$ cat src/sv/rmq_pkg.sv
package rmq_pkg;

   // Default field width and the number of quaternion components.
   localparam int DATA_WIDTH_DEF = 16;
   localparam int NUM_LANES      = 4;

   // Which quaternion component carries the pivot.
   typedef enum logic [1:0] {
      BR_X,
      BR_Y,
      BR_Z,
      BR_W
   } rmq_branch_type;

   // Pipeline control handed to the square root and divider sections.
   typedef struct packed {
      logic advance;
      logic valid;
   } rmq_ctl_type;

endpackage

$ cat src/sv/rmq_div.sv
module rmq_div
   import rmq_pkg::*;
#(
   parameter int DATA_WIDTH = DATA_WIDTH_DEF
) (
   input  logic                                 clock,
   input  logic                                 reset,
   input  rmq_ctl_type                          ctl,
   input  logic [NUM_LANES-1:0][DATA_WIDTH:0]   in_mag,
   input  logic [NUM_LANES-1:0]                 in_neg,
   input  logic [DATA_WIDTH-1:0]                in_root,
   output logic                                 out_valid,
   output logic [NUM_LANES-1:0][DATA_WIDTH:0]   out_quot,
   output logic [NUM_LANES-1:0]                 out_neg
);

   localparam int FRAC = DATA_WIDTH - 2;
   localparam int NW   = 2 * DATA_WIDTH;
   localparam int DW   = DATA_WIDTH + 1;
   localparam int QW   = DATA_WIDTH + 1;
   localparam int CW   = NW + 2;
   localparam int LAST = QW - 1;

   // Setup stage: numerator mag * 2^F + root (rounds half away from zero),
   // divisor twice the root.
   logic                            pvalid_ff;
   logic [NUM_LANES-1:0][NW-1:0]    pnum_ff;
   logic [NUM_LANES-1:0]            pneg_ff;
   logic [DW-1:0]                   pden_ff;

   always_ff @(posedge clock) begin
      if (reset) begin
         pvalid_ff <= 1'b0;
      end else if (ctl.advance) begin
         pvalid_ff <= ctl.valid;
      end
   end

   always_ff @(posedge clock) begin
      if (ctl.advance) begin
         for (int l = 0; l < NUM_LANES; l++) begin
            pnum_ff[l] <= NW'({in_mag[l], {FRAC{1'b0}}}) + NW'(in_root);
         end
         pneg_ff <= in_neg;
         pden_ff <= {in_root, 1'b0};
      end
   end

   // Restoring division, one quotient bit per stage. The quotient never
   // reaches 2^QW, so the top numerator bits start below the divisor.
   logic                          valid_ff [QW];
   logic [NUM_LANES-1:0][NW-1:0]  num_ff   [QW];
   logic [NUM_LANES-1:0][DW-1:0]  rem_ff   [QW];
   logic [NUM_LANES-1:0][QW-1:0]  quot_ff  [QW];
   logic [NUM_LANES-1:0]          neg_ff   [QW];
   logic [DW-1:0]                 den_ff   [QW];

   for (genvar j = 0; j < QW; j++) begin : g_step
      logic                          valid_src;
      logic [NUM_LANES-1:0][NW-1:0]  num_src;
      logic [NUM_LANES-1:0][DW-1:0]  rem_src;
      logic [NUM_LANES-1:0][QW-1:0]  quot_src;
      logic [NUM_LANES-1:0]          neg_src;
      logic [DW-1:0]                 den_src;
      logic [NUM_LANES-1:0][DW:0]    rem_sh;
      logic [NUM_LANES-1:0][DW-1:0]  rem_in;
      logic [NUM_LANES-1:0][QW-1:0]  quot_in;

      if (j == 0) begin : g_first
         assign valid_src = pvalid_ff;
         assign num_src   = pnum_ff;
         assign neg_src   = pneg_ff;
         assign den_src   = pden_ff;
         assign quot_src  = '0;
         always_comb begin
            for (int l = 0; l < NUM_LANES; l++) begin
               rem_src[l] = DW'(pnum_ff[l][NW-1:QW]);
            end
         end
      end else begin : g_next
         assign valid_src = valid_ff[j-1];
         assign num_src   = num_ff[j-1];
         assign neg_src   = neg_ff[j-1];
         assign den_src   = den_ff[j-1];
         assign quot_src  = quot_ff[j-1];
         assign rem_src   = rem_ff[j-1];
      end

      always_comb begin
         for (int l = 0; l < NUM_LANES; l++) begin
            rem_sh[l] = {rem_src[l], num_src[l][QW-1-j]};
            if (rem_sh[l] >= {1'b0, den_src}) begin
               rem_in[l]  = DW'(rem_sh[l] - {1'b0, den_src});
               quot_in[l] = {quot_src[l][QW-2:0], 1'b1};
            end else begin
               rem_in[l]  = DW'(rem_sh[l]);
               quot_in[l] = {quot_src[l][QW-2:0], 1'b0};
            end
         end
      end

      always_ff @(posedge clock) begin
         if (reset) begin
            valid_ff[j] <= 1'b0;
         end else if (ctl.advance) begin
            valid_ff[j] <= valid_src;
         end
      end

      always_ff @(posedge clock) begin
         if (ctl.advance) begin
            num_ff[j]  <= num_src;
            rem_ff[j]  <= rem_in;
            quot_ff[j] <= quot_in;
            neg_ff[j]  <= neg_src;
            den_ff[j]  <= den_src;
         end
      end
   end

   assign out_valid = valid_ff[LAST];
   assign out_quot  = quot_ff[LAST];
   assign out_neg   = neg_ff[LAST];

   logic [NUM_LANES-1:0] div_ok;

   always_comb begin
      for (int l = 0; l < NUM_LANES; l++) begin
         div_ok[l] = ((CW'(quot_ff[LAST][l]) * CW'(den_ff[LAST]) + CW'(rem_ff[LAST][l])
                       == CW'(num_ff[LAST][l])) && (rem_ff[LAST][l] < den_ff[LAST]));
      end
   end

   // Every lane must leave an exact quotient and a remainder below the divisor.
   a_div_exact: assert property (@(posedge clock) disable iff (reset)
      out_valid |-> (&div_ok))
      else $error("divider lane does not satisfy quotient identity");

   // The quotient width rests on the divisor being at least 2^(F+1).
   a_div_bound: assert property (@(posedge clock) disable iff (reset)
      pvalid_ff |-> (pden_ff[DW-1:FRAC+1] != '0))
      else $error("divisor below the range that bounds the quotient");

endmodule

$ cat config.mk
export PLATFORM = sky130hd
export DESIGN_NAME = rmq_div
export DESIGN_NICKNAME = d
export VERILOG_FILES = /design/src/sv/rmq_pkg.sv /design/src/sv/rmq_div.sv
export SDC_FILE = /design/constraint.sdc
export NUM_CORES = 2
export LEC_CHECK = 0
export BUFFER_PORTS_ARGS = -buffer_cell sky130_fd_sc_hd__buf_2
export CORE_UTILIZATION = 30
export DETAILED_ROUTE_END_ITERATION = 7
export PLACE_DENSITY = 0.45
export SYNTH_ARGS = -nofsm -noshare
export SYNTH_HDL_FRONTEND = slang
export SYNTH_MEMORY_MAX_BITS = 65536
export SYNTH_SLANG_ARGS = --single-unit
$ cat constraint.sdc
create_clock -name clock -period 8.51 [get_ports clock]
set_input_delay 2.1275 -clock clock [delete_from_list [all_inputs] [get_ports clock]]
set_output_delay 2.1275 -clock clock [all_outputs]
set_load 0.01 [all_outputs]
==> metrics.txt <==
Worst Skew=0.04636 ns; smallest hold slack=0.3989 ns; YS warnings=0; # clock sinks=2094; CTS root buf=clkbuf_16; status=completed; class of the tightest hold or removal check=flip-flop to flip-flop; count of input and output buffers=164; height of the chip=650.3 microns; cell area after layout=142400 sq um; maximum number of pins on one net before global-route repair=190; worst ir drop on vdd=173.4 uV; Critical Path Start Type=flip-flop; count of hold-fix buffers inserted at cts=0; fmax=233.5 MHz; post-place setup slack=3.858 ns; capture point of the worst reg-to-reg path=rem_ff[0][117]; TritonCTS clock tree=yes; final worst path period need=4.282 ns; routed length per instance=22.74 microns; flop and latch count out of synthesis=2094; max-slew violations=0; CTS clock-pin slew for the worst setup and hold paths=0.06 ns; number of gates resized after CTS=0; die boundary width=650.3 microns; vias in the first global route=86670; fraction of the yosys area taken by sequential cells=0.4986; routed metal-1 wire length=175600 microns; share of the synthesized area in the top cell type=0.4984; number of cells on the worst hold path=0; fraction of final layout cells with drive strength greater than 1=0.1186; setup repair after global routing missed its margin=false; filler cell count=41180; P per Cell Area=390.5 nW/um^2; post-CTS setup buffer count=0; arrival time worst endpoint=4.92 ns; CTS H-tree lvls=5; worst-case clock buffer depth=4; Setup Viol. Count Final=0; startpoint-to-endpoint class of the critical path=flip-flop to flip-flop; top sig layer=met5; Die Outline Area=422900 sq um; final setup TNS=0 ns; number of top-level pins=165; sort of element at the end of the critical path=flip-flop; worst endpoint required time=9.15 ns; Netlist Area Pre-Place=126100 sq um; Routed met2 length=179100 microns; most area-consuming cells after synthesis=edfxtp_1, ha_1, mux2_2, xnor2_1, o21ai_0; R2R depth=9; initial antenna violation count=19; final global-route overflow total=0; synth-to-layout area growth=12.90%; Relative slew margins=0.1776; cell with the most instances after synthesis=edfxtp_1; final worst setup slack=4.228 ns; first-pass GRT wire length=562700 microns; distinct cell type count of the synthesized netlist=98; Tcrit/Tclk final=0.5032; initial core utilization=0.3020; cell taking the most area after synthesis=edfxtp_1; number of maximum-capacitance violations=0; critical path peak fanout=17; aggregate routed wire length=383300 microns; half-perimeter wire length after placement=294900 microns; Final Hold Viols=0; DR pass1 iterations=6; number of flops mapped to enable cells by yosys=2093; Final Net Count=12360; total routing resource utilization after global routing=0.1747; routed vias/inst=5.207; CORE AREA=417500 sq um; syn_area_per_cell=11.64 sq um; prevailing post-synth register cell=edfxtp_1; sequential standard cell area=62870 sq um; async set or reset register ratio after synthesis=0; instance count of the mapped netlist=10830; top post-synthesis cells by count=edfxtp_1, ha_1, o21ai_0, a21oi_1, nor2_1; worst skew pair latency=0.92 ns; routed length on met3=15980 microns; reg-to-reg setup timing slack=4.23 ns; footprint of the multi-input gates=60460 sq um; Min-Delay Startpoint=quot_ff[0][825]; # DRC=0; dpl cell area=133700 sq um; actual transition at the worst max-transition pin=1.234 ns; placer congestion estimate=0.8981; origin of the critical flop-to-flop path=num_ff[0][97]; via count=87770; first-iteration detailed-routing DRC count=7171; leakage=0.05337 uW; Hold Crit Endpoint=quot_ff[0][894]; number of standard-cell rows in the floorplan=237; number of clock buffers inserted by TritonCTS=266; post-synthesis net count=12040; antenna-violating nets left=0
-- area by class of cell --
class,count,share of cell area
sequential,2094,0.4416
multi-input combinational,8001,0.4247
clock buffer,324,0.04888
tap,5497,0.04831
inverter,557,0.01469
clock inverter,148,0.01156
timing repair buffer,225,0.01005
antenna,10,0.0001758
-- worst max-delay path: stages (launching register included) --
cell and delay [ns]:
edfxtp_1 0.74, inv_1 0.33, ha_1 0.37, nor2b_1 0.15, o21ba_2 0.20, nor3_1 0.50, o31a_1 0.26, o31ai_1 0.10
a41oi_2 0.89, mux2_2 0.45
-- metrics by stage --
| step | instances | power, uW | util |
|---|---|---|---|
| 2_1_floorplan | 10830 | 36220 | - |
| 3_3_place_gp | 16370 | 44170 | 0.3203 |
| 3_5_place_dp | 16370 | 44340 | 0.3203 |
| 4_1_cts | 16850 | 56170 | 0.3409 |
| 5_1_grt | 16850 | 59340 | 0.3409 |
| 6_report | 16860 | 55590 | 0.3410 |
-- per-layer routing --
layer / vias up / global-route usage
li1: 41900 / -
met1: 43180 / 0.2361
met2: 2125 / 0.2911
met3: 560 / 0.02091
met4: 4 / 0.05442
met5: - / 0
-- cells by family after synthesis --
family / after synthesis / share of synthesized area
compound gates: 2880 / 0.1480
simple gates: 2534 / 0.09767
xor+xnor: 756 / 0.05251
fa+ha+maj: 1120 / 0.1152
mux: 711 / 0.06457
flops: 2094 / 0.4986
buf+inv: 736 / 0.02343
-- report_power, final --
part | internal (uW) | switching (uW)
Clock | 6570 | 4740
Sequential | 15900 | 2550
Combinational | 11300 | 14500
Total | 33800 | 21800
-- cell usage in the layout, fill, tap and decap left out, types with 60 or more instances in the layout --
cell,netlist,layout
a211oi_1,94,94
a21boi_0,60,60
a21o_1,191,191
a21oi_1,747,747
a31oi_1,85,85
and2_1,91,91
buf_2,33,163
clkbuf_16,0,270
edfxtp_1,2093,2093
fa_1,68,68
ha_1,1052,1052
inv_1,557,557
mux2_2,527,527
mux2_4,70,70
mux2i_1,102,102
nand2_1,627,627
nand2b_1,172,172
nand3_1,161,161
nand4_1,157,157
nor2_1,698,698
nor2b_1,166,166
nor3_1,183,183
o21a_1,224,224
o21ai_0,784,784
o31a_1,102,102
o31ai_1,102,102
xnor2_1,503,503
xor2_1,253,253
-- worst max-delay path by stage --
stage,start,slack [ns],end,depth (start not counted)
final,num_ff[0][97],4.23,rem_ff[0][117],9
after global routing,num_ff[0][97],3.96,rem_ff[0][117],9
after CTS,num_ff[0][97],4.11,rem_ff[0][117],9
after detailed placement,ctl[1],3.86,valid_ff[16],4
after global placement,in_root[15],3.90,g_step[0].num_src[62],8
after floorplan,in_mag[17],4.55,g_step[0].num_src[62],8
-- sequential cells by signal (all words and copies together) (netlist names) --
| register | flops |
|---|---|
| den_ff | 32 |
| g_step.den_src | 2 |
| g_step.neg_src | 4 |
| g_step.num_src | 86 |
| g_step.valid_src | 1 |
| neg_ff | 68 |
| num_ff | 248 |
| quot_ff | 612 |
| rem_ff | 1024 |
| valid_ff | 17 |
Power figures use the tool's default switching activity.
