`src/sv/rmq_pkg.sv`:
```
package rmq_pkg;

   // Default field width and the number of quaternion components.
   localparam int DATA_WIDTH_DEF = 16;
   localparam int NUM_LANES      = 4;

   // Which quaternion component carries the pivot.
   typedef enum logic [1:0] {
      BR_X,
      BR_Y,
      BR_Z,
      BR_W
   } rmq_branch_type;

   // Pipeline control handed to the square root and divider sections.
   typedef struct packed {
      logic advance;
      logic valid;
   } rmq_ctl_type;

endpackage

```
`src/sv/rmq_isqrt.sv`:
```
module rmq_isqrt
   import rmq_pkg::*;
#(
   parameter int DATA_WIDTH = DATA_WIDTH_DEF,
   parameter int SIDE_WIDTH = NUM_LANES * (DATA_WIDTH + 2)
) (
   input  logic                      clock,
   input  logic                      reset,
   input  rmq_ctl_type               ctl,
   input  logic [2*DATA_WIDTH-1:0]   rad,
   input  logic [SIDE_WIDTH-1:0]     side,
   output logic                      out_valid,
   output logic [DATA_WIDTH-1:0]     out_root,
   output logic [SIDE_WIDTH-1:0]     out_side
);

   localparam int RADW = 2 * DATA_WIDTH;
   localparam int REMW = DATA_WIDTH + 2;
   localparam int LAST = DATA_WIDTH - 1;

   // One result bit per stage, two radicand bits consumed per stage.
   logic                  valid_ff [DATA_WIDTH];
   logic [RADW-1:0]       rad_ff   [DATA_WIDTH];
   logic [DATA_WIDTH-1:0] root_ff  [DATA_WIDTH];
   logic [REMW-1:0]       rem_ff   [DATA_WIDTH];
   logic [SIDE_WIDTH-1:0] side_ff  [DATA_WIDTH];

   for (genvar i = 0; i < DATA_WIDTH; i++) begin : g_stage
      logic                  valid_src;
      logic [RADW-1:0]       rad_src;
      logic [DATA_WIDTH-1:0] root_src;
      logic [REMW-1:0]       rem_src;
      logic [SIDE_WIDTH-1:0] side_src;
      logic [REMW-1:0]       rem_sh;
      logic [REMW-1:0]       trial;
      logic [REMW-1:0]       rem_in;
      logic [DATA_WIDTH-1:0] root_in;

      if (i == 0) begin : g_first
         assign valid_src = ctl.valid;
         assign rad_src   = rad;
         assign root_src  = '0;
         assign rem_src   = '0;
         assign side_src  = side;
      end else begin : g_next
         assign valid_src = valid_ff[i-1];
         assign rad_src   = rad_ff[i-1];
         assign root_src  = root_ff[i-1];
         assign rem_src   = rem_ff[i-1];
         assign side_src  = side_ff[i-1];
      end

      always_comb begin
         rem_sh = {rem_src[DATA_WIDTH-1:0], rad_src[RADW-1-2*i -: 2]};
         trial  = {root_src, 2'b01};
         if (rem_sh >= trial) begin
            rem_in  = rem_sh - trial;
            root_in = {root_src[DATA_WIDTH-2:0], 1'b1};
         end else begin
            rem_in  = rem_sh;
            root_in = {root_src[DATA_WIDTH-2:0], 1'b0};
         end
      end

      always_ff @(posedge clock) begin
         if (reset) begin
            valid_ff[i] <= 1'b0;
         end else if (ctl.advance) begin
            valid_ff[i] <= valid_src;
         end
      end

      always_ff @(posedge clock) begin
         if (ctl.advance) begin
            rad_ff[i]  <= rad_src;
            root_ff[i] <= root_in;
            rem_ff[i]  <= rem_in;
            side_ff[i] <= side_src;
         end
      end
   end

   assign out_valid = valid_ff[LAST];
   assign out_root  = root_ff[LAST];
   assign out_side  = side_ff[LAST];

   // The root and remainder must reconstruct the radicand exactly.
   a_root_exact: assert property (@(posedge clock) disable iff (reset)
      out_valid |-> ((RADW+1)'(out_root) * (RADW+1)'(out_root) + (RADW+1)'(rem_ff[LAST])
                     == (RADW+1)'(rad_ff[LAST])))
      else $error("square root does not reconstruct the radicand");

   // A remainder above twice the root means the root was floored too far.
   a_root_floor: assert property (@(posedge clock) disable iff (reset)
      out_valid |-> (rem_ff[LAST] <= REMW'({out_root, 1'b0})))
      else $error("square root remainder out of range");

endmodule

```
`config.mk`:
```
export PLATFORM = sky130hd
export DESIGN_NAME = rmq_isqrt
export DESIGN_NICKNAME = d
export VERILOG_FILES = /design/src/sv/rmq_pkg.sv /design/src/sv/rmq_isqrt.sv
export SDC_FILE = /design/constraint.sdc
export NUM_CORES = 1
export LEC_CHECK = 0
export BUFFER_PORTS_ARGS = -buffer_cell sky130_fd_sc_hd__buf_2
export CAP_MARGIN = 20
export CORE_ASPECT_RATIO = 1.4
export CORE_UTILIZATION = 50
export DETAILED_ROUTE_END_ITERATION = 10
export GPL_ROUTABILITY_DRIVEN = 0
export MAX_ROUTING_LAYER = met4
export PLACE_DENSITY = 0.74
export SYNTH_ARGS = -nofsm -noshare
export SYNTH_HDL_FRONTEND = slang
export SYNTH_SLANG_ARGS = --single-unit
```
`constraint.sdc`:
```
create_clock -name clock -period 3.35 [get_ports clock]
set_clock_uncertainty 0.15 [all_clocks]
set_input_delay 0.335 -clock clock [delete_from_list [all_inputs] [get_ports clock]]
set_output_delay 0.335 -clock clock [all_outputs]
set_load 0.01 [all_outputs]
```
==> results of run 1 <==
==> sequential cells by signal, summed over array words and instances, names as in the netlist <==
register / cells
side_ff: 1152
rad_ff: 240
rem_ff: 224
root_ff: 136
valid_ff: 16
==> what timing repair did <==
item | CTS | global route
hold buffers | 109 | 0
endpoints found under the setup margin | 0 | 0
resized for setup | 0 | 0
endpoints found under the hold margin | 170 | 0
==> cell type report <==
cell class                      count  share of cell area (%)
Sequential cell                  1768                    73.4
Clock inverter                    100                    1.33
Timing Repair Buffer              359                    3.79
Multi-Input combinational cell   1246                    12.0
Tap cell                         1627                    2.81
Clock buffer                      189                    5.71
Inverter                          185                   0.959
==> critical path: stages (launching register included) <==
cell      delay [ns]
edfxtp_1        0.40
ha_1            0.38
a21oi_1         0.21
o221ai_1        0.14
a21o_1          0.21
a32o_1          0.29
or3_1           0.63
buf_4           0.28
nor2_1          0.09
a21oi_1         0.04
==> where the power goes <==
group          total, mW  leakage (nW)  internal [mW]  switching, mW
sequential          27.0          17.2           26.4          0.658
combinational       3.55          6.36           1.52           2.03
clock               17.6          2.43           9.76           7.81
==> per-layer routing <==
layer	global-route usage, %	vias up	share of wire, %
li1	-	13400	-
met1	15.6	13300	39
met2	25.5	617	53
met3	2.97	228	4.2
met4	7.09	0	4.0
met5	-	-	0
==> through the flow <==
step / worst slack, ns / hold WS [ns]
CTS: 0.258 / 0.0174
global route: 0.110 / 0.0442
floorplan: 0.678 / 0.250
global placement: 0.341 / 0.250
detailed placement: 0.310 / 0.255
finish: 0.265 / 0.0976
==> path summary, 6_finish.rpt <==
check	start	end	slack [ns]	cells past startpoint
hold reg to reg	side_ff[4][99]	side_ff[5][27]	0.25	0
hold / removal	side[54]	side_ff[0][54]	0.1	2
setup reg to reg	rem_ff[1][59]	rem_ff[1][73]	0.27	9
setup / recovery	rem_ff[1][59]	rem_ff[1][73]	0.27	9
==> cells by family after synthesis <==
| logic type | Yosys count |
|---|---|
| multiplexers | 36 |
| other | 1 |
| buffers and inverters | 212 |
| flip-flops | 1768 |
| adder cells (fa/ha/maj) | 152 |
| AO/OA/AOI/OAI | 390 |
| AND/OR/NAND/NOR | 508 |
| XOR/XNOR | 159 |
==> synth_stat cells (4+ instances only) <==
library cell,count
nand2b_1,27
or3_1,18
o211ai_1,9
ha_1,152
nor3_1,49
mux2_2,28
nor2b_1,22
o21a_1,31
a31oi_1,5
buf_2,13
and2_1,25
o31ai_1,8
xnor2_1,82
o21ai_0,112
xor2_1,77
clkbuf_1,12
and3_1,8
a21o_1,23
a21boi_0,5
o21bai_1,7
nor2_1,146
nand4_1,18
nand3b_1,4
or4_1,9
a211o_1,4
nor4_1,22
a211oi_1,18
nand2_1,97
o2111ai_1,4
edfxtp_1,1768
a21oi_1,123
a31o_2,4
mux2_1,5
nand3_1,33
inv_1,182
==> results.toml, run 1 <==
[detailed_routing]
postRouteAntennaNets = 0
vias = 27600
drc_errors = 13
dr.pass1.iters = 8
wl_per_cell_um = 16.1
totalWireLength_um = 88300
drt_iter0_markers = 1545
viasPerCell = 5.03

[timing]
finalSetupTns_ns = 0
setup_violations = 0
hold_viol = 0
period_needed_ns = 3.08
worstMarginPinSlew_ns = 0.749
maxSlewHeadroom_pct = 50.1
drv_slew = 0
fmax_mhz = 324
timing.final.crit_share_pct = 92.1
rsz0062_at_grt = "false"

[floorplanning]
floorplan.initialDensity_pct = 50.4
die_width_um = 301
die-area_um2 = 127000
io_pins = 197
die_y_um = 421
num_rows = 153
core_area_um2 = 124000

[yosys]
ys_seq_elements = 1768
yosys.area_share.simple_pct = 4.15
syn_avg_cell_area_um2 = 19.4
synth_nets = 3486
synth_top_family_by_area = "simple AND/OR/NAND/NOR gates"
synth_edf_count = 1768
yosysUniqueCellTypes = 85
synth_xor_xnor_area_share_pct = 2.22
synth.area.top_cells = "edfxtp_1 85%, ha_1 3.0%, xnor2_1 1.1%, inv_1 1.1%, xor2_1 1.1%"
synth_compound_area_share_pct = 3.86
yosysSeqAreaShare_pct = 84.8
yosysWarnings = 0
synth-async-reset-ratio_pct = 0
ys.flop_type = "edfxtp_1"
synthCells = 3226
muxShareOfSynthArea_pct = 0.641
yosysTopAreaCell = "edfxtp_1"
synthAdderAreaFrac_pct = 3.04
syn_area_um2 = 62600
synth_top_cell_area_share_pct = 84.8

[placement]
place_inst = 5076
dp_hpwl_um = 49600
io_buffers = 196
placed_cell_area_um2 = 66200

[setup_path]
required_ns = 3.72
cp.arrival_ns = 3.45
crit_path_end_kind = "register"
cp-start-kind = "register"
crit_path_max_fanout = 17
critical_path_class = "reg -> reg"

[final_layout]
mostFrequentLayoutCells = "1768 x edfxtp_1, 195 x buf_2, 182 x inv_1"
final-seq-area_um2 = 53100
fin_cells = 5474
nets = 3980
fillerInstances = 8826
multi_input_area_um2 = 8720
n_antenna_cell = 0
fin_area_um2 = 72400
layout_commonest_cell = "edfxtp_1"
drive_gt1_share_pct = 13.5
areaGrowthSynthToFinish_pct = 15.6
fin_util_pct = 58.3

[grt]
grt_pass1_wl_um = 141000
grt_usage_pct = 14.5
grt_max_degree = 115
grt_overflow = 0
antenna_found_initial = 1
grt_pass1_vias = 28000

[clock_tree]
clkTransAtPathRegs_ns = 0.07
cts_max_level = 4
clk_path_buf_depth = 3
post_cts_buffers = 0
root_buffer = "clkbuf_16"
clock_sinks = 1768
cts_inserted_buffers = 160
cts_tree = "yes"
insertion_delay_ns = 0.78

[power_and_ir_drop]
ir_worst_vdd_uv = 744
p_leak_nw = 26.0
power_density_nw_per_um2 = 665
finalPower_mw = 48.2

[run_status]
violations = "design-rule violations"
status = "finished, violations left"

[flow_run]
cap_violations = 0

[hold_path]
hold_path_class = "in -> reg"
No activity file was read; power rests on OpenSTA's default activity.
==> run 2: changes to the inputs <==
--- a/config.mk
+++ b/config.mk
@@ -11,6 +11,7 @@
 export CORE_UTILIZATION = 50
 export DETAILED_ROUTE_END_ITERATION = 10
 export GPL_ROUTABILITY_DRIVEN = 0
+export GPL_TIMING_DRIVEN = 0
 export MAX_ROUTING_LAYER = met4
 export PLACE_DENSITY = 0.74
 export SYNTH_ARGS = -nofsm -noshare
==> constraint.sdc (replaced) <==
create_clock -name clock -period 3.35 [get_ports clock]
set_clock_uncertainty 0.15 [all_clocks]
set_input_delay 0.5025 -clock clock [delete_from_list [all_inputs] [get_ports clock]]
set_output_delay 0.5025 -clock clock [all_outputs]
set_load 0.01 [all_outputs]
==> results.toml, run 2 (synthesis results as in run 1) <==
[clock_tree]
clk_path_buf_depth = 3
cts_max_level = 4
clkTransAtPathRegs_ns = 0.06
cts_inserted_buffers = 159
cts_tree = "yes"
insertion_delay_ns = 0.78
post_cts_buffers = 0
clock_sinks = 1768
root_buffer = "clkbuf_16"

[placement]
io_buffers = 196
place_inst = 5058
dp_slack_ns = -1.94
dp_hpwl_um = 47400

[run_status]
status = "finished, violations left"
violations = "design-rule violations"

[final_layout]
drive_gt1_share_pct = 13.2
reg_top3 = "side_ff: 1152 flops, rad_ff: 240 flops, rem_ff: 224 flops"
nets = 3966
fin_cells = 5459
layout_commonest_cell = "edfxtp_1"
mostFrequentLayoutCells = "1768 x edfxtp_1, 208 x buf_2, 182 x inv_1"
areaGrowthSynthToFinish_pct = 15.6
top_register = "side_ff"
largest_reg_flops = 1152

[detailed_routing]
wl_per_cell_um = 16.7
postRouteAntennaNets = 0
totalWireLength_um = 91100
dr.pass1.iters = 9
vias = 27700
viasPerCell = 5.07
drc_errors = 26
drt_iter0_markers = 1681

[grt]
grt_pass1_wl_um = 143000
grt_overflow = 0
grt_usage_pct = 14.9
antenna_found_initial = 3
grt_pass1_vias = 28000
grt_max_degree = 187

[timing]
finalSetupTns_ns = 0
rsz0062_at_grt = "false"
drv_slew = 0
setup_violations = 0
hold_slack_ns = 0.0328
fmax_mhz = 314
worstMarginPinSlew_ns = 0.974
hold_viol = 0
setup_slack_ns = 0.170
maxSlewHeadroom_pct = 35.1
period_needed_ns = 3.18
timing.final.crit_share_pct = 94.9

[power_and_ir_drop]
power_density_nw_per_um2 = 669
ir_worst_vdd_uv = 700
p_leak_nw = 26.0

[floorplanning]
die_y_um = 421
die-area_um2 = 127000
die_width_um = 301
floorplan.initialDensity_pct = 50.4
num_rows = 153
io_pins = 197
core_area_um2 = 124000

[setup_path]
crit_path_max_fanout = 10
required_ns = 3.74
cp-start-kind = "register"
critical_path_class = "reg -> reg"
crit_path_end_kind = "register"
cp.arrival_ns = 3.57

[flow_run]
cap_violations = 0

[hold_path]
hold_path_class = "in -> reg"
[run 2: cell types whose count changed in the layout (fill, tap and decap cells not counted), moves of 2 or more]
cell / change
buf_4: -34
buf_12: -21
buf_2: +13
clkbuf_1: +12
buf_16: +11
clkinv_1: -11
clkinv_2: +8
bufbuf_16: +5
clkinv_16: +3
clkinvlp_4: -3
buf_1: +2
clkinv_8: -2
dlygate4sd3_1: -2
[run 2: where the power goes]
part           total [mW]  internal, mW  switching (mW)
Combinational        3.57          1.50            2.07
Clock                17.8          9.84            7.98
Sequential           27.0          26.4           0.658
Total                48.4          37.7            10.7
[run 2: worst max-delay path, cell delays in order (launching register included)]
cell	delay [ns]
edfxtp_1	0.39
ha_1	0.38
nand2b_1	0.15
a211oi_1	0.11
a211oi_1	0.48
o21ba_2	0.26
o311a_1	0.18
clkbuf_1	0.37
buf_2	0.31
nand2_1	0.08
o41ai_1	0.07
[run 2: area by class of cell]
type | instances | area [µm²]
Tap cell | 1627 | 2040
Clock buffer | 188 | 4110
Timing Repair Buffer | 319 | 2540
Fill cell | 8764 | 51900
Buffer | 27 | 118
Clock inverter | 98 | 1060
Inverter | 185 | 694
Antenna cell | 1 | 2.50
Sequential cell | 1768 | 53100
Multi-Input combinational cell | 1246 | 8720
[run 2: routing by layer]
| layer | GRT usage [%] | wire [µm] | up-vias |
|---|---|---|---|
| met1 | 16.2 | 35100 | 13500 |
| met5 | - | 0 | - |
| met4 | 5.76 | 2760 | 0 |
| met2 | 26.5 | 49200 | 677 |
| li1 | - | - | 13400 |
| met3 | 3.06 | 4010 | 209 |
[run 2: timing repair]
action                                 4_1_cts  5_1_grt
resized for setup                            0        2
cloned                                       6        1
endpoints found under the hold margin      111        0
pin swaps                                    0        0
hold buffers                               107        0
setup endpoints to repair                  731      262
[run 2: stage by stage]
step	utilization (%)	total power [mW]	cell area, µm²
detailed placement	53.0	30.8	65900
CTS	58.2	48.9	72300
finish	58.2	48.4	72400
floorplan	-	29.5	62600
global placement	52.8	31.7	65600
global route	58.2	50.3	72400
[run 2: path summary, 6_finish.rpt]
| path | startpoint | endpoint | slack [ns] | depth (start not counted) |
|---|---|---|---|---|
| worst max-delay path | rem_ff[1][72] | rem_ff[1][103] | 0.17 | 10 |
| worst max register to register | rem_ff[1][72] | rem_ff[1][103] | 0.17 | 10 |
| worst min register to register | rad_ff[0][19] | rad_ff[0][51] | 0.25 | 0 |
| worst min-delay path | ctl[1] | side_ff[0][9] | 0.03 | 1 |
